**config.mk**
```make
export PLATFORM = sky130hd
export DESIGN_NAME = bracket_quote_pair_matcher_core
export DESIGN_NICKNAME = d
export VERILOG_FILES = /design/src/hw/rtl/bqpm_pkg.sv /design/src/hw/rtl/bqpm_stack.sv /design/src/hw/rtl/bqpm_out_buf.sv /design/src/hw/rtl/bracket_quote_pair_matcher_core.sv
export SDC_FILE = /design/constraint.sdc
export NUM_CORES = 1
export LEC_CHECK = 0
export ABC_CLOCK_PERIOD_IN_PS = 16600
export BUFFER_PORTS_ARGS = -buffer_cell sky130_fd_sc_hd__buf_2
export CAP_MARGIN = 20
export CORE_MARGIN = 2
export CORE_UTILIZATION = 60
export CTS_BUF_LIST = sky130_fd_sc_hd__clkbuf_4
export CTS_CLUSTER_DIAMETER = 50
export DETAILED_ROUTE_END_ITERATION = 10
export PLACE_DENSITY = 0.76
export SETUP_SLACK_MARGIN = 0.05
export SKIP_LAST_GASP = 1
export SLEW_MARGIN = 20
export SYNTH_ARGS = -nofsm -noshare
export SYNTH_HDL_FRONTEND = slang
export SYNTH_SLANG_ARGS = --single-unit
export TNS_END_PERCENT = 1
```
**constraint.sdc**
```tcl
create_clock -name clock -period 16.6 [get_ports clock]
set_input_delay 0 -clock clock [delete_from_list [all_inputs] [get_ports clock]]
set_output_delay 0 -clock clock [all_outputs]
set_load 0.02 [all_outputs]
```
**src/hw/rtl/bqpm_pkg.sv**
```systemverilog
package bqpm_pkg;

   localparam int unsigned POS_W  = 16;
   localparam int unsigned CHAR_W = 8;

   typedef enum logic [1:0] {
      KIND_PAREN  = 2'd0,
      KIND_SQUARE = 2'd1,
      KIND_BRACE  = 2'd2,
      KIND_QUOTE  = 2'd3
   } kind_type;

   localparam logic [CHAR_W-1:0] CH_LPAREN = 8'h28;
   localparam logic [CHAR_W-1:0] CH_RPAREN = 8'h29;
   localparam logic [CHAR_W-1:0] CH_LSQUARE = 8'h5B;
   localparam logic [CHAR_W-1:0] CH_RSQUARE = 8'h5D;
   localparam logic [CHAR_W-1:0] CH_LBRACE = 8'h7B;
   localparam logic [CHAR_W-1:0] CH_RBRACE = 8'h7D;
   localparam logic [CHAR_W-1:0] CH_DQUOTE = 8'h22;
   localparam logic [CHAR_W-1:0] CH_BSLASH = 8'h5C;

   typedef struct packed {
      kind_type         kind;
      logic [POS_W-1:0] pos;
   } entry_type;

   typedef struct packed {
      logic [POS_W-1:0] open_pos;
      logic [POS_W-1:0] close_pos;
      kind_type         pair_kind;
      logic             overflow;
   } result_type;

endpackage

```
**src/hw/rtl/bqpm_stack.sv**
```systemverilog
module bqpm_stack #(
   parameter int unsigned DEPTH  = 64,
   parameter int unsigned ADDR_W = 6
) (
   input  logic                clock,
   input  logic                wr_en,
   input  logic [ADDR_W-1:0]   wr_addr,
   input  bqpm_pkg::entry_type wr_data,
   input  logic [ADDR_W-1:0]   rd_addr,
   output bqpm_pkg::entry_type rd_data
);
   import bqpm_pkg::*;

   entry_type mem_ff [DEPTH];
   entry_type rd_data_ff;

   always_ff @(posedge clock) begin
      if (wr_en) begin
         mem_ff[wr_addr] <= wr_data;
      end
   end

   // A read of the entry being written returns the new data.
   always_ff @(posedge clock) begin
      if (wr_en && (wr_addr == rd_addr)) begin
         rd_data_ff <= wr_data;
      end else begin
         rd_data_ff <= mem_ff[rd_addr];
      end
   end

   assign rd_data = rd_data_ff;

endmodule

```
**src/hw/rtl/bqpm_out_buf.sv**
```systemverilog
module bqpm_out_buf (
   input  logic                 clock,
   input  logic                 reset,
   input  logic                 in_valid,
   input  bqpm_pkg::result_type in_data,
   output logic                 full,
   output logic                 out_valid,
   input  logic                 out_stall,
   output bqpm_pkg::result_type out_data
);
   import bqpm_pkg::*;

   logic       out_valid_ff, out_valid_in;
   logic       skid_valid_ff, skid_valid_in;
   result_type out_data_ff, out_data_in;
   result_type skid_data_ff, skid_data_in;
   logic       taken;

   assign taken = out_valid_ff && !out_stall;

   always_comb begin
      out_valid_in  = out_valid_ff;
      skid_valid_in = skid_valid_ff;
      out_data_in   = out_data_ff;
      skid_data_in  = skid_data_ff;
      if (skid_valid_ff) begin
         if (taken) begin
            out_data_in   = skid_data_ff;
            skid_valid_in = 1'b0;
         end
      end else if (in_valid) begin
         if (!out_valid_ff || taken) begin
            out_data_in  = in_data;
            out_valid_in = 1'b1;
         end else begin
            skid_data_in  = in_data;
            skid_valid_in = 1'b1;
         end
      end else if (taken) begin
         out_valid_in = 1'b0;
      end
   end

   always_ff @(posedge clock) begin
      if (reset) begin
         out_valid_ff  <= 1'b0;
         skid_valid_ff <= 1'b0;
      end else begin
         out_valid_ff  <= out_valid_in;
         skid_valid_ff <= skid_valid_in;
      end
   end

   always_ff @(posedge clock) begin
      out_data_ff  <= out_data_in;
      skid_data_ff <= skid_data_in;
   end

   assign full      = skid_valid_ff;
   assign out_valid = out_valid_ff;
   assign out_data  = out_data_ff;

endmodule

```
**src/hw/rtl/bracket_quote_pair_matcher_core.sv**
```systemverilog
// Bracket and quote pair matcher.
// One text character is taken per request on the req_ channel; req_start_text
// marks the first character of a new text and clears the stack and position.
// Each request gives at most one response on the rsp_ channel: a matched pair
// with its open and close positions and kind, or a dropped opener flagged by
// rsp_overflow with both positions zero.
// Throughput is one request per cycle while req_stall is low. The stack
// top is read from a memory with a registered read port whose address
// follows the next stack count, so every request sees its top of stack
// without waiting. A response is registered before it appears on rsp_valid.
// The response register is backed by a one-entry skid stage, so requests keep
// being taken while a response waits; req_stall rises only when both are
// occupied and falls as soon as the receiver takes a response.
// Reset clears the stack count, position, escape flag and the response
// channel; the stack memory needs no clearing pass, as an entry is used only
// after it has been written.
module bracket_quote_pair_matcher_core #(
   parameter int unsigned MAX_LEN     = 65536,
   parameter int unsigned STACK_DEPTH = 64
) (
   input  logic        clock,
   input  logic        reset,
   input  logic        req_valid,
   output logic        req_stall,
   input  logic [7:0]  req_ch,
   input  logic        req_start_text,
   output logic        rsp_valid,
   input  logic        rsp_stall,
   output logic [15:0] rsp_open_pos,
   output logic [15:0] rsp_close_pos,
   output logic [1:0]  rsp_pair_kind,
   output logic        rsp_overflow
);
   import bqpm_pkg::*;

   localparam int unsigned IDX_W  = $clog2(MAX_LEN);
   localparam int unsigned CNT_W  = $clog2(STACK_DEPTH + 1);
   localparam int unsigned ADDR_W = (STACK_DEPTH > 1) ? $clog2(STACK_DEPTH) : 1;

   logic [CNT_W-1:0] count_ff, count_in, count_eff;
   logic [IDX_W-1:0] idx_ff, idx_in, idx_eff;
   logic             skip_ff, skip_in, skip_eff;

   logic             accept;
   logic             out_full;
   entry_type        top;
   entry_type        push_entry;
   logic             push, pop;
   logic             res_valid;
   result_type       res;
   result_type       rsp_data;
   logic [POS_W-1:0] pos;
   logic             nonempty, full_stack, in_quote;
   logic             is_open, is_close;
   kind_type         ch_kind;
   logic [ADDR_W-1:0] rd_addr;

   assign req_stall = out_full;
   assign accept    = req_valid && !out_full;

   assign count_eff = req_start_text ? '0 : count_ff;
   assign idx_eff   = req_start_text ? '0 : idx_ff;
   assign skip_eff  = req_start_text ? 1'b0 : skip_ff;
   assign pos       = POS_W'(idx_eff);

   assign nonempty   = (count_eff != '0);
   assign full_stack = (count_eff == CNT_W'(STACK_DEPTH));
   assign in_quote   = nonempty && (top.kind == KIND_QUOTE);

   always_comb begin
      is_open  = 1'b0;
      is_close = 1'b0;
      ch_kind  = KIND_PAREN;
      case (req_ch)
         CH_LPAREN: begin
            is_open = 1'b1;
            ch_kind = KIND_PAREN;
         end
         CH_LSQUARE: begin
            is_open = 1'b1;
            ch_kind = KIND_SQUARE;
         end
         CH_LBRACE: begin
            is_open = 1'b1;
            ch_kind = KIND_BRACE;
         end
         CH_DQUOTE: begin
            is_open = 1'b1;
            ch_kind = KIND_QUOTE;
         end
         CH_RPAREN: begin
            is_close = 1'b1;
            ch_kind  = KIND_PAREN;
         end
         CH_RSQUARE: begin
            is_close = 1'b1;
            ch_kind  = KIND_SQUARE;
         end
         CH_RBRACE: begin
            is_close = 1'b1;
            ch_kind  = KIND_BRACE;
         end
         default: begin
            is_open  = 1'b0;
            is_close = 1'b0;
         end
      endcase
   end

   always_comb begin
      push          = 1'b0;
      pop           = 1'b0;
      res_valid     = 1'b0;
      res.open_pos  = top.pos;
      res.close_pos = pos;
      res.pair_kind = ch_kind;
      res.overflow  = 1'b0;
      skip_in       = skip_eff;
      if (skip_eff) begin
         skip_in = 1'b0;
      end else if (in_quote) begin
         if (req_ch == CH_BSLASH) begin
            skip_in = 1'b1;
         end else if (req_ch == CH_DQUOTE) begin
            pop           = 1'b1;
            res_valid     = 1'b1;
            res.pair_kind = KIND_QUOTE;
         end
      end else if (is_open) begin
         if (!full_stack) begin
            push = 1'b1;
         end else begin
            res_valid     = 1'b1;
            res.open_pos  = '0;
            res.close_pos = '0;
            res.overflow  = 1'b1;
         end
      end else if (is_close && nonempty && (top.kind == ch_kind)) begin
         pop       = 1'b1;
         res_valid = 1'b1;
      end
   end

   assign idx_in = (idx_eff == IDX_W'(MAX_LEN - 1)) ? '0 : idx_eff + 1'b1;

   always_comb begin
      count_in = count_ff;
      if (accept) begin
         if (push) begin
            count_in = count_eff + 1'b1;
         end else if (pop) begin
            count_in = count_eff - 1'b1;
         end else begin
            count_in = count_eff;
         end
      end
   end

   always_ff @(posedge clock) begin
      if (reset) begin
         count_ff <= '0;
         idx_ff   <= '0;
         skip_ff  <= 1'b0;
      end else begin
         count_ff <= count_in;
         if (accept) begin
            idx_ff  <= idx_in;
            skip_ff <= skip_in;
         end
      end
   end

   assign push_entry.kind = ch_kind;
   assign push_entry.pos  = pos;
   assign rd_addr         = ADDR_W'(count_in - 1'b1);

   bqpm_stack #(
      .DEPTH  (STACK_DEPTH),
      .ADDR_W (ADDR_W)
   ) u_stack (
      .clock   (clock),
      .wr_en   (accept && push),
      .wr_addr (ADDR_W'(count_eff)),
      .wr_data (push_entry),
      .rd_addr (rd_addr),
      .rd_data (top)
   );

   bqpm_out_buf u_out_buf (
      .clock     (clock),
      .reset     (reset),
      .in_valid  (accept && res_valid),
      .in_data   (res),
      .full      (out_full),
      .out_valid (rsp_valid),
      .out_stall (rsp_stall),
      .out_data  (rsp_data)
   );

   assign rsp_open_pos  = rsp_data.open_pos;
   assign rsp_close_pos = rsp_data.close_pos;
   assign rsp_pair_kind = rsp_data.pair_kind;
   assign rsp_overflow  = rsp_data.overflow;

   a_count_in_range : assert property (@(posedge clock) disable iff (reset)
      count_ff <= CNT_W'(STACK_DEPTH))
      else $error("stack count beyond depth");

   a_stall_means_pending : assert property (@(posedge clock) disable iff (reset)
      req_stall |-> rsp_valid)
      else $error("request stalled with no response pending");

   a_overflow_no_pos : assert property (@(posedge clock) disable iff (reset)
      (rsp_valid && rsp_overflow) |-> (rsp_open_pos == '0 && rsp_close_pos == '0))
      else $error("overflow response carries positions");

   a_full_push_flags : assert property (@(posedge clock) disable iff (reset)
      (accept && is_open && !skip_eff && !in_quote && full_stack) |=> rsp_valid)
      else $error("dropped opener gave no response");

endmodule

```
[After elaboration in Yosys (flattened, before gate mapping)]
Memory sizes are Yosys's and may differ from the RTL's. A register that Yosys moved wholly into a read port is not among the register bits.
Index checks and enable logic that the tools add are counted.
Storage, ports and cells
  register bits after elaboration: 96
  memory bits (writable): 1152
  bits of input ports: 13
  word-level logic and storage cells: 105
  memories kept: 1
Memories
  u_stack.mem_ff: depth 64, width 18, read ports 1, clocked after Yosys merged registers in 1, wr ports 1, line bqpm_stack.sv:14  | entry_type mem_ff [DEPTH];
Operators by class
  add/subtract/negate cells: 4
  equality and inequality tests: 14
  multiplexer cells: 49
  bitwise gates (word level): 2
  reductions and logical operators: 22
Operators with widths (count)
  35-bit two-way mux: 5
  32-bit two-way mux: 3
  8-bit by 7-bit equality test with 1-bit output (second input constant): 5
  16-bit two-way mux: 2
  1-bit two-way mux: 31
  7-bit two-way mux: 4
  8-bit by 6-bit equality test with 1-bit output (second input constant): 3
  16-bit by 1-bit adder with 16-bit output (second input constant): 1
  16-bit equality test (second input constant): 1
  3-bit AND reduction: 3
  7-bit by 1-bit adder with 7-bit output (second input constant): 1
  7-bit equality test (second input constant): 1
  1-bit logical AND: 7
  7-bit nonzero test: 1
  7-bit by 1-bit subtractor with 7-bit output (second input constant): 1
  2-bit two-way mux: 3
  2-bit case mux with 3 select lines: 1
  2-bit nonzero test: 3
  6-bit by 1-bit subtractor with 6-bit output (second input constant): 1
  2-bit != test (second input constant): 2
  2-bit OR reduction: 2
  4-bit OR reduction: 1
  1-bit logical NOT: 3
  3-bit OR reduction: 1
  other kinds (4): 5

[Logic depth before layout (Yosys ltp)]
Gate-level depths: netlist of run 1.
  depth in word-level cells: 13
  depth in mapped cells: 18
  gate-level depth less buffers: 15

[Hierarchy]
From an unflattened synthesis of run 1, not the netlist that was laid out.
Second synthesis, totals
  cells, all modules: 2415
  area, all modules: 49531.3 um2
By module, submodules not included
  bqpm_stack: instances 1, cells each 1945, area each 44381.3 um2
  bqpm_out_buf: instances 1, cells each 121, area each 2655.0 um2
  bracket_quote_pair_matcher_core: instances 1, cells each 349, area each 2494.9 um2

[Worst setup path after synthesis of run 1]
OpenSTA, ideal clock, no wires.
  path type: input to register
  start: input req_ch[3]
  end: register u_out_buf.out_data_ff, in the netlist u_out_buf.out_data[0], enable pin
  library setup time: 0.481 ns
  arrival: 6.334 ns
  required time: 16.119 ns
  slack: 9.785 ns
  stages on the path: 9
  path buffers: 0
  cell sequence: nor2b_1 > nand4_1 > nand2b_1 > o21ai_0 > xor2_1 > a32oi_1 > o21bai_1 > nand2_1 > a21boi_0
On the way
  cells in the longest elaborated chain, start to end: 12
  elaborated cells between the ends (all ways): 27
  those cells by class: 9 x eq/ne; 9 x mux; 9 x reduce/logical
Ends and longest elaborated chain
  start: declaration: line bracket_quote_pair_matcher_core.sv:25  | input logic [7:0] req_ch,
  8-bit by 7-bit equality test with 1-bit output: line bracket_quote_pair_matcher_core.sv:74  | case (req_ch)
  2-bit OR reduction (no line)
  2-bit case mux with 3 select lines *: line bracket_quote_pair_matcher_core.sv:74
  named net ch_kind[1]: line bracket_quote_pair_matcher_core.sv:55  | kind_type ch_kind;
  2-bit equality test *: line bracket_quote_pair_matcher_core.sv:138  | end else if (is_close && nonempty && (top.kind == ch_kind)) begin
  1-bit logical AND *: line bracket_quote_pair_matcher_core.sv:138
  1-bit two-way mux *: line bracket_quote_pair_matcher_core.sv:138
  1-bit two-way mux *: line bracket_quote_pair_matcher_core.sv:129  | end else if (is_open) begin
  1-bit two-way mux *: line bracket_quote_pair_matcher_core.sv:121  | end else if (in_quote) begin
  1-bit two-way mux *: line bracket_quote_pair_matcher_core.sv:119  | if (skip_eff) begin
  1-bit logical AND *: line bracket_quote_pair_matcher_core.sv:192  | .in_valid (accept && res_valid),
  2-bit nonzero test (no line) *
  3-bit AND reduction (no line) *
  end signal: assignment: line bqpm_out_buf.sv:55  | out_data_ff <= out_data_in;
  end: declaration: line bqpm_out_buf.sv:15  | result_type out_data_ff, out_data_in;
Mark *: on every way through the listed nets, which the timed path passes. The rest lies on a longest branch.
A chain may end at the register's enable or synchronous reset.

==> key figures, run 1 <==
Floorplanning
  – DIE AREA: 0.0836 mm^2
  – Ports: 50
  – Std-Cell Core Area: a little over 0.08 mm^2
  – Chip width: 289 um
  – Overall die height: roughly 290 um
  – # rows: 104
  – Initial core utilization: 60.6%

Synth
  – Yosys top cell area share: between 70% and 80%
  – Post-Syn Instances: about 2200
  – Post-synth EDFFs: about 1200
  – Cell area after synthesis: 0.0488 mm^2
  – #FFs+latches synth: around 1300
  – Sequential-to-total area share from yosys stat: roughly three quarters
  – Top post-synthesis cells by area: edfxtp_1 (75%), mux4_2 (16%), dfxtp_1 (1.3%)
  – Post-synthesis async set-or-reset flop share: 0%
  – Avg Synthesized Cell Area: ~22 um^2
  – Net Count, Synth: ~2200
  – Yosys top cell by area: edfxtp_1
  – Synth cell types: 60
  – Post-synth top flop: edfxtp_1
  – Yosys warnings: 0

Hold path
  – WHS Endpoint: count_ff[6]
  – Worst Hold Class: in2reg
  – HP Start: req_valid
  – Worst hold stages: 5

Clocking
  – Clk buf depth: 4
  – Cts bufs inserted: approximately 320
  – Worst-Skew Late Latency: 1.17 ns
  – Clk pin slew, worst setup/hold paths: around 0.070 ns
  – H-tree levels: 5
  – TritonCTS clock tree: yes
  – Clock sinks: approximately 1300
  – Root Driver: clkbuf_4

Global route
  – Total grt overflow: 0
  – Global Route Usage Sum: between 20 and 30%
  – Vias in the first global route: 24662
  – First-pass GRT wire length: 167 mm
  – Antenna violations before repair: 4
  – Pin count of the biggest net entering global routing: approximately 130

Place
  – GP Congestion: about 0.94
  – Count of input and output buffers: 49
  – Number of instances in the placed design: 3243
  – DP HPWL: around 68 mm
  – Post-Place Worst Slack: 9.57 ns

STA
  – Fin Clk Skew: 0.135 ns
  – Setup TNS Final: 0 ns
  – RSZ-0062 raised after global routing: false
  – Setup ws final: 9.35 ns
  – Relative slew slack: between 20% and 30%
  – Final setup viols: 0
  – Peak Freq: approximately 140 MHz
  – Fin crit period: 7.25 ns
  – Slew @ Worst Pin: between 1 and 1.5 ns
  – Pins Over Slew Limit: 0
  – Final Hold Fails: 0
  – Post-route clock period utilization: 43.7%

Critical path
  – CP startpoint kind: flip-flop
  – Buf+Inv Stages, Crit Path: 3
  – Crit path kind: reg2reg
  – CP cell instances: buf_4 > buf_12 > mux4_2 > a22oi_1 > a21oi_1 > o22ai_1 > nor3_1 > nor3_1 > nand2_1 > inv_1 > nand3_1 > nor2_2
  – R2R cell count: 12
  – Worst Path Required: about 17 ns
  – Slowest stage delay, CP: 1.17 ns
  – CP top delay family: simple AND/OR/NAND/NOR gates
  – Worst R2R End: u_stack.mem_ff[11][12]
  – Crit path top cell by count: nor3_1
  – Arrival time worst endpoint: between 7 and 8 ns
  – CP max-delay cell: nor2_2
  – R2R setup slack: approximately 9.3 ns
  – Critical path peak fanout: between 100 and 150
  – Critical Path Stages: 12
  – Critical Path End Type: flip-flop

Power and ir drop
  – Power per cell area: between 100 and 150 mW/mm^2
  – Power Total: roughly 6 mW
  – Leakage: between 15 and 20 nW
  – Maximum vdd drop: 0.0000688 V

Drt
  – Vias per cell: roughly 6.6
  – DRC: 0
  – Routed length per placed instance: slightly above 30 um
  – Vias: roughly 25000
  – Final WL: roughly 120 mm
  – Iter 0 DRT Violations: 3451
  – Antenna viol nets, final: 0
  – Drt pass-1 iters: 5

Layout
  – Fillcell total: around 4900
  – Post-layout util: 67.5%
  – Post-route insts no fill: ~3800
  – Area Growth Syn to Fin: 11.5%
  – Layout Nets: roughly 2500
  – Share of cells above drive strength 1: between 30 and 40%

Flow run
  – # Max-Cap Violations: 0

Outcome
  – Outcome: finished, final reports clean
per-layer routing:
layer | wire (um) | global-route usage [%] | vias to the layer above
li1 | - | - | 10143
met1 | 45300 | 41.3 | 12888
met2 | 52800 | 41.2 | 1677
met3 | 13700 | 8.30 | 220
met4 | 3730 | 10.8 | 4
met5 | 42 | 0 | -
per-stage QoR:
step                      area, um^2  hold WS, ns
after floorplan                48800        0.188
after global placement         50400        0.325
after detailed placement       50400        0.352
after CTS                      54300      0.00428
after global routing           54400       0.0907
final                          54400        0.135
area by class of cell:
| cell class | count | area [um^2] | area share [%] |
|---|---|---|---|
| multi-input cells | 820 | 11100 | 20.4 |
| clock inverters | 75 | 403 | 0.741 |
| diodes | 3 | 7.51 | 0.0138 |
| inverters | 29 | 111 | 0.205 |
| flip-flops and latches | 1254 | 37300 | 68.7 |
| clock buffers | 437 | 3280 | 6.03 |
| well taps | 1060 | 1330 | 2.44 |
| repair buffers | 110 | 843 | 1.55 |
layout by cell type (no fill, tap or decap), types with 15 or more instances in the layout:
cell type and instances:
edfxtp_1 1222, clkbuf_4 437, mux4_2 349, nor2_2 64
nand2_1 62, clkinv_1 58, nor2_1 51, buf_2 49
buf_4 29, nor2b_1 28, dfxtp_1 28, dlygate4sd3_1 27
mux2i_1 26, o21ai_0 25, mux2_2 22, nand3_1 21
a22oi_1 19, inv_1 17, nor3_1 16, and3_1 15
inv_2 15
worst max path at each step:
stage | startpoint | to | slack (ns)
global route | flip-flop | u_stack.mem_ff[11][12] | 8.96
detailed placement | flip-flop | u_stack.mem_ff[43][14] | 9.57
finish | flip-flop | u_stack.mem_ff[11][12] | 9.35
floorplan | req_ch[3] | u_out_buf.out_data[0] | 9.78
global placement | flip-flop | u_stack.mem_ff[11][10] | 9.75
CTS | flip-flop | u_stack.mem_ff[11][11] | 9.48
synth_stat cells, drive strengths merged, types with 10 or more instances:
cell type / n
edfxtp: 1222
mux4: 356
nor2: 118
clkbuf: 72
nand2: 63
buf: 48
dfxtp: 32
nor2b: 32
inv: 29
o21ai: 29
mux2i: 26
mux2: 23
nand3: 21
a22oi: 19
nor3: 16
and3: 15
a21oi: 12
o31ai: 12
a32oi: 10
where the power goes:
group          switching, mW  internal (mW)  total [mW]
registers            0.00273           3.42        3.42
clock network           1.16           1.27        2.43
logic                 0.0422         0.0290      0.0711
total                   1.21           4.72        5.93
state kept, by name, indices dropped and copies added (netlist names), named ones only:
signal / count
skip_ff: 1
u_out_buf.full: 1
u_out_buf.skid_data_ff: 35
u_stack.mem_ff: 1152
u_out_buf.out_data: 35
u_out_buf.out_valid: 1
count_ff: 7
idx_ff: 16
worst register-to-register path, delay by kind of cell (launching register included):
kind,cells,cell delay (ns)
DFF,1,0.70
buffers and inverters,3,1.56
muxes,1,0.70
AOI/OAI and AO/OA,3,0.84
and+or+nand+nor,5,2.96
logic make-up (layout without fill, tap and decap cells):
family / Yosys count / count (layout) / synth area share, %
multiplexers: 405 / 405 / 17.6
XOR/XNOR: 7 / 7 / 0.126
AND/OR/NAND/NOR: 287 / 287 / 2.68
other: 0 / 3 / 0
AO/OA/AOI/OAI: 117 / 117 / 1.73
flip-flops: 1254 / 1254 / 76.5
buffers and inverters: 149 / 651 / 1.30
adder cells (fa/ha/maj): 4 / 4 / 0.103
timing repair:
action / 4_1_cts / 5_1_grt
buffers inserted: 0 / 0
endpoints found under the hold margin: 307 / 0
gates resized for setup: 0 / 0
hold buffers: 27 / 0
Power figures use the tool's default switching activity.
==> run 2, diff against run 1 <==
Settings changed: ABC_CLOCK_PERIOD_IN_PS 16600 to 6020, CORE_UTILIZATION 60 to 59, PLACE_DENSITY 0.76 to 0.78.
Clock period 16.6 ns to 6.02 ns, I/O delays scaled along.
==> key figures, run 2 (synthesized netlist as in run 1, its figures left out) <==
Outcome
  – Outcome: finished, final reports clean

Global route
  – First-pass GRT wire length: 165 mm (-1.4%)
  – Total grt overflow: 0 (unchanged)
  – Global Route Usage Sum: 26.8% (-1.5 points)
  – Vias in the first global route: 25159 (+2.0%)
  – Antenna violations before repair: 5 (+1)
  – Pin count of the biggest net entering global routing: 120 (-5.5%)

Clocking
  – TritonCTS clock tree: yes
  – PostCTS Resize Cnt: 0 (unchanged)
  – H-tree levels: 5 (unchanged)
  – Root Driver: clkbuf_4
  – Worst-Skew Late Latency: 1.21 ns (+0.04 ns)
  – Clk pin slew, worst setup/hold paths: 0.07 ns (about the same)
  – Cts bufs inserted: 319 (+0.95%)
  – Clk buf depth: 4 (unchanged)
  – Clock sinks: 1254 (unchanged)
  – # Post-CTS Setup Buffers: 0 (unchanged)
  – Cts hold-fix bufs: 30 (+11%)

Layout
  – Post-layout util: 67.0% (-0.57 points)
  – Max reg flops: 1152 (unchanged)
  – Area Growth Syn to Fin: 12.5%
  – Multi-input logic area: 0.0111 mm^2 (about the same)
  – Largest register by flop count: u_stack.mem_ff
  – Most frequent cells in the layout: edfxtp_1 (1222), clkbuf_4 (434), mux4_2 (349), buf_4 (94), clkinv_1 (72)
  – Register Area: 0.0373 mm^2 (unchanged)
  – Commonest non-fill, non-tap cell in the layout: edfxtp_1
  – Post-route cell area: 0.0549 mm^2 (+0.91%)
  – Fillcell total: 5054 (+2.1%)
  – Layout Nets: 2619 (+2.8%)
  – Share of cells above drive strength 1: 38.1% (+1.1 points)

Drt
  – Routed length per placed instance: 28.8 um (-5.7%)
  – Antenna viol nets, final: 0 (unchanged)
  – Drt pass-1 iters: 5 (unchanged)
  – Vias: 25026 (+0.38%)
  – Final WL: 111 mm (-3.6%)
  – Vias per cell: 6.46 (-1.9%)
  – DRC: 0 (unchanged)
  – Iter 0 DRT Violations: 3185 (-7.7%)

Critical path
  – R2R setup slack: 0.79 ns (-8.55 ns)
  – Worst Path Required: 6.77 ns (-10.49 ns)
  – Worst R2R End: u_stack.mem_ff[54][2]
  – Slowest stage delay, CP: 0.85 ns (-0.32 ns)
  – CP startpoint kind: flip-flop
  – Critical path peak fanout: 37 (-64%)
  – CP max-delay cell: or4_1
  – Crit path kind: reg2reg
  – Critical Path End Type: flip-flop
  – R2R cell count: 11 (-1)
  – CP cell instances: buf_4 > mux4_2 > a22oi_1 > a21oi_1 > o22ai_1 > nor3_1 > nor3_1 > nand2_1 > or4_1 > nor2_2 > buf_4
  – Critical Path End: u_stack.mem_ff[54][2]
  – Arrival time worst endpoint: 5.98 ns (-1.93 ns)

Place
  – Placed cell area: 0.0509 mm^2 (+1.1%)
  – GP Congestion: 0.947 (+0.80%)
  – Count of input and output buffers: 49 (unchanged)
  – Post-Place Worst Slack: 0.963 ns (-8.61 ns)
  – DP HPWL: 65.6 mm (-3.3%)

STA
  – Pins Over Slew Limit: 0 (unchanged)
  – Setup ws final: 0.793 ns (-8.55 ns)
  – Fin Clk Skew: 0.136 ns (+0.000621 ns)
  – Peak Freq: 191 MHz (+39%)
  – RSZ-0062 raised after global routing: false
  – Final Hold Fails: 0 (unchanged)
  – Slew @ Worst Pin: 1.07 ns (-0.0923 ns)
  – Relative slew slack: 28.5% (+6.1 points)
  – Fin crit period: 5.23 ns (-2.03 ns)
  – Setup TNS Final: 0 ns (unchanged)
  – Post-route clock period utilization: 86.8% (+43 points)
  – Final setup viols: 0 (unchanged)

Floorplanning
  – Chip width: 292 um (+0.83%)
  – DIE AREA: 0.0850 mm^2 (+1.7%)
  – Overall die height: 292 um (+0.83%)
  – # rows: 105 (+0.96%)
  – Std-Cell Core Area: 0.0820 mm^2 (+1.8%)
  – Ports: 50 (unchanged)
  – Initial core utilization: 59.5% (-1.1 points)

Power and ir drop
  – Power per cell area: 297 mW/mm^2 (+170%)
  – Leakage: 17.8 nW (+2.6%)
  – Maximum vdd drop: 0.000195 V (+180%)
  – Power Total: 16.3 mW (+170%)

Flow run
  – # Max-Cap Violations: 0 (unchanged)

Hold path
  – Worst Hold Class: in2reg
==> run 2: changes by cell type in the layout (fill, tap and decap cells not counted), sizes merged, moves of 2 or more <==
cell,before,now
buf,83,148
clkinv,65,85
clkbuf,437,434
dlygate4sd3,27,30
inv,33,30
bufinv,4,2
diode,3,1
==> run 2: metal layers <==
layer	wire length [um]	up-vias	share of wire (%)	global-route usage (%)
li1	-	10297	-	-
met5	13	-	0.012	0
met1	43300	12860	39	38.7
met3	11400	219	10	6.42
met2	53000	1648	48	40.4
met4	3660	2	3.3	10.7
==> run 2: worst min-delay path by stage <==
stage	start	end	slack, ns	depth (start not counted)
floorplan	rsp_stall	u_out_buf.full	0.19	2
global placement	rsp_stall	u_out_buf.full	0.33	3
detailed placement	rsp_stall	u_out_buf.full	0.34	3
CTS	req_ch[5]	u_stack.mem_ff[60][16]	0.09	4
global route	req_ch[5]	u_stack.mem_ff[60][16]	0.18	4
finish	req_start_text	u_out_buf.skid_data_ff[9]	0.19	5
==> run 2: area by class of cell <==
type	instances	share of cell area, %
Sequential cell	1254	68.0
Multi-Input combinational cell	820	20.2
Clock buffer	434	5.93
Timing Repair Buffer	178	2.48
Tap cell	1070	2.44
Clock inverter	89	0.741
Inverter	29	0.203
Antenna cell	1	0.00456
==> run 2: through the flow <==
step	instances	hold slack (ns)
5_1_grt	3875	0.175
2_1_floorplan	2223	0.188
4_1_cts	3873	0.0869
3_5_place_dp	3320	0.338
6_report	3875	0.192
3_3_place_gp	3320	0.329
==> run 2: where the power goes <==
| group | switching [mW] | internal [mW] |
|---|---|---|
| registers | 0.00673 | 9.44 |
| clock network | 3.24 | 3.40 |
| logic | 0.116 | 0.0827 |
==> run 2: worst max-delay path: cells and delay by family (launching register included) <==
family | cells | cell delay (ns)
simple gates | 5 | 2.11
compound gates | 3 | 0.73
flops | 1 | 0.66
mux | 1 | 0.41
buf+inv | 2 | 0.90
==> run 3, diff against run 2 <==
Settings changed: ABC_CLOCK_PERIOD_IN_PS 6020 to 5600, CORE_UTILIZATION 59 to 60, PLACE_DENSITY 0.78 to 0.76.
Clock period 6.02 ns to 5.6 ns, I/O delays scaled along.
==> key figures, run 3 (synthesized netlist as in run 1, its figures left out) <==
Layout
  – Post-route insts no fill: 3882 (+0.18%)
  – Post-route cell area: 0.0550 mm^2 (+0.23%)
  – Commonest non-fill, non-tap cell in the layout: edfxtp_1
  – Area Growth Syn to Fin: 12.8%
  – Layout Nets: 2633 (+0.53%)
  – Fillcell total: 4927 (-2.5%)
  – Share of cells above drive strength 1: 38.7% (+0.59 points)
  – Largest register by flop count: u_stack.mem_ff
  – Max reg flops: 1152 (unchanged)
  – Most frequent cells in the layout: edfxtp_1 (1222), clkbuf_4 (446), mux4_2 (349), buf_4 (106), clkinv_1 (66)

Power and ir drop
  – Leakage: 17.8 nW (+0.34%)
  – Power per cell area: 319 mW/mm^2 (+7.6%)
  – P_sw: 3.60 mW (+6.8%)
  – Switch share: 20.5% (-0.20 points)
  – Clock power share: 41.0% (+0.2 points)
  – Maximum vdd drop: 0.000206 V (+5.6%)
  – Reg power frac: 57.8% (-0.2 points)
  – P_int: 14.0 mW (+8.1%)
  – Logic pwr share: 1.2% (about the same)

Critical path
  – CP cell instances: buf_12 > mux4_2 > a22oi_1 > a21oi_1 > o22ai_1 > nor3_1 > nor3_1 > nand2_1 > or4_1 > nor2_2 > buf_4
  – CP startpoint kind: flip-flop
  – Slowest stage delay, CP: 0.78 ns (-0.07 ns)
  – Worst R2R End: u_stack.mem_ff[2][5]
  – R2R cell count: 11 (unchanged)
  – Crit path kind: reg2reg
  – Critical path peak fanout: 46 (+24%)
  – R2R setup slack: 0.26 ns (-0.53 ns)
  – Critical Path End Type: flip-flop
  – Crit path top cell by count: nor3_1
  – CP max-delay cell: or4_1
  – Worst Path Required: 6.37 ns (-0.40 ns)
  – Arrival time worst endpoint: 6.10 ns (+0.12 ns)

Drt
  – Vias: 24978 (-0.19%)
  – DRC: 0 (unchanged)
  – Drt pass-1 iters: 5 (unchanged)
  – Iter 0 DRT Violations: 2716 (-15%)
  – Final WL: 112 mm (+0.78%)
  – Antenna viol nets, final: 0 (unchanged)
  – Vias per cell: 6.43 (-0.37%)
  – Routed length per placed instance: 28.9 um (+0.60%)

Place
  – Placed cell area: 0.0510 mm^2 (+0.22%)
  – Count of input and output buffers: 49 (unchanged)
  – DP HPWL: 64.6 mm (-1.5%)
  – Number of instances in the placed design: 3325 (+0.15%)
  – GP Congestion: 0.906 (-4.3%)

STA
  – Final Hold Fails: 0 (unchanged)
  – Relative slew slack: 25.1% (-3.4 points)
  – Peak Freq: 187 MHz (-2.1%)
  – Slew @ Worst Pin: 1.12 ns (+0.0507 ns)
  – Fin crit period: 5.34 ns (+0.112 ns)
  – Pins Over Slew Limit: 0 (unchanged)
  – Final setup viols: 0 (unchanged)
  – RSZ-0062 raised after global routing: false
  – Fin Clk Skew: 0.131 ns (-0.00514 ns)
  – Post-route clock period utilization: 95.3% (+8.5 points)
  – Setup TNS Final: 0 ns (unchanged)

Global route
  – Pin count of the biggest net entering global routing: 145 (+21%)
  – Vias in the first global route: 25604 (+1.8%)
  – Antenna violations before repair: 3 (-2)
  – Global Route Usage Sum: 27.6% (+0.82 points)
  – Total grt overflow: 0 (unchanged)
  – First-pass GRT wire length: 165 mm (+0.11%)

Clocking
  – TritonCTS clock tree: yes
  – Cts bufs inserted: 322 (+0.94%)
  – Clk buf depth: 4 (unchanged)
  – Root Driver: clkbuf_4
  – Clk pin slew, worst setup/hold paths: 0.07 ns (about the same)
  – H-tree levels: 5 (unchanged)
  – Clock sinks: 1254 (unchanged)
  – Worst-Skew Late Latency: 1.19 ns (-0.02 ns)
  – # Post-CTS Setup Buffers: 0 (unchanged)

Outcome
  – Outcome: finished, final reports clean

Flow run
  – # Max-Cap Violations: 0 (unchanged)

Floorplanning
  – Overall die height: 289 um (-0.83%)
  – Chip width: 289 um (-0.83%)
  – DIE AREA: 0.0836 mm^2 (-1.6%)
  – Ports: 50 (unchanged)
  – # rows: 104 (-0.95%)
  – Initial core utilization: 60.6% (+1.1 points)
  – Std-Cell Core Area: 0.0805 mm^2 (-1.7%)

Hold path
  – WHS Endpoint: count_ff[6]
  – Worst hold stages: 6 (+1)
  – HP Start: req_valid
  – Worst Hold Class: in2reg
run 3: cell types whose count changed in the layout (fill, tap and decap cells not counted), moves of 2 or more:
cell           delta
buf_6             +2
clkbuf_4         +12
clkinv_1          -6
buf_4            +12
dlygate4sd3_1     -3
clkinv_2          -4
diode_2           +3
run 3: repair_timing:
action | in CTS | in global routing
resized for setup | 0 | 1
hold buffers | 27 | 0
endpoints found under the setup margin | 0 | 1
endpoints found under the hold margin | 561 | 0
run 3: cell type report:
cell class,instances,area (um^2),area share [%]
timing repair buffer,189,1430,2.61
tap,1060,1330,2.41
clock inverter,80,369,0.671
clock buffer,446,3350,6.08
multi-input combinational,820,11100,20.1
inverter,29,114,0.207
sequential,1254,37400,67.9
antenna,4,10.0,0.0182
run 3: per-stage QoR:
step / setup slack, ns / util (%) / hold slack (ns) / total power, mW
detailed placement: 0.501 / 63.3 / 0.367 / 10.6
global route: 0.115 / 68.3 / 0.0786 / 18.2
global placement: 0.609 / 63.3 / 0.315 / 10.5
finish: 0.261 / 68.3 / 0.124 / 17.6
floorplan: 0.729 / - / 0.188 / 10.5
CTS: 0.400 / 68.3 / 0.00302 / 17.7
run 3: power by group through the flow:
stage	logic [mW]	clock network [mW]	registers, mW
2_1_floorplan	0.132	0	10.4
3_3_place_gp	0.194	0	10.4
3_5_place_dp	0.198	0	10.4
4_1_cts	0.209	7.36	10.2
5_1_grt	0.222	7.84	10.1
6_report	0.211	7.21	10.2
run 3: worst max path at each step:
stage,start,slack [ns],end
after floorplan,req_ch[3],0.73,u_out_buf.out_data[0]
after global placement,flip-flop,0.61,u_stack.mem_ff[2][13]
after detailed placement,flip-flop,0.50,u_stack.mem_ff[2][6]
after CTS,flip-flop,0.40,u_stack.mem_ff[2][2]
after global routing,flip-flop,0.11,u_stack.mem_ff[2][0]
final,flip-flop,0.26,u_stack.mem_ff[2][5]
run 3: per-layer routing:
layer / part of all wire, % / GRT usage, %
met5: 0.020 / 0
met4: 3.2 / 11.5
met3: 10 / 7.19
met2: 49 / 42.8
met1: 38 / 38.1
run 3: worst max-delay path: cells and delay by family, from the launching register on:
family / cells / cell delay, ns
buf+inv: 2 / 0.68
simple gates: 5 / 2.24
mux: 1 / 0.37
flops: 1 / 0.75
compound gates: 3 / 0.91
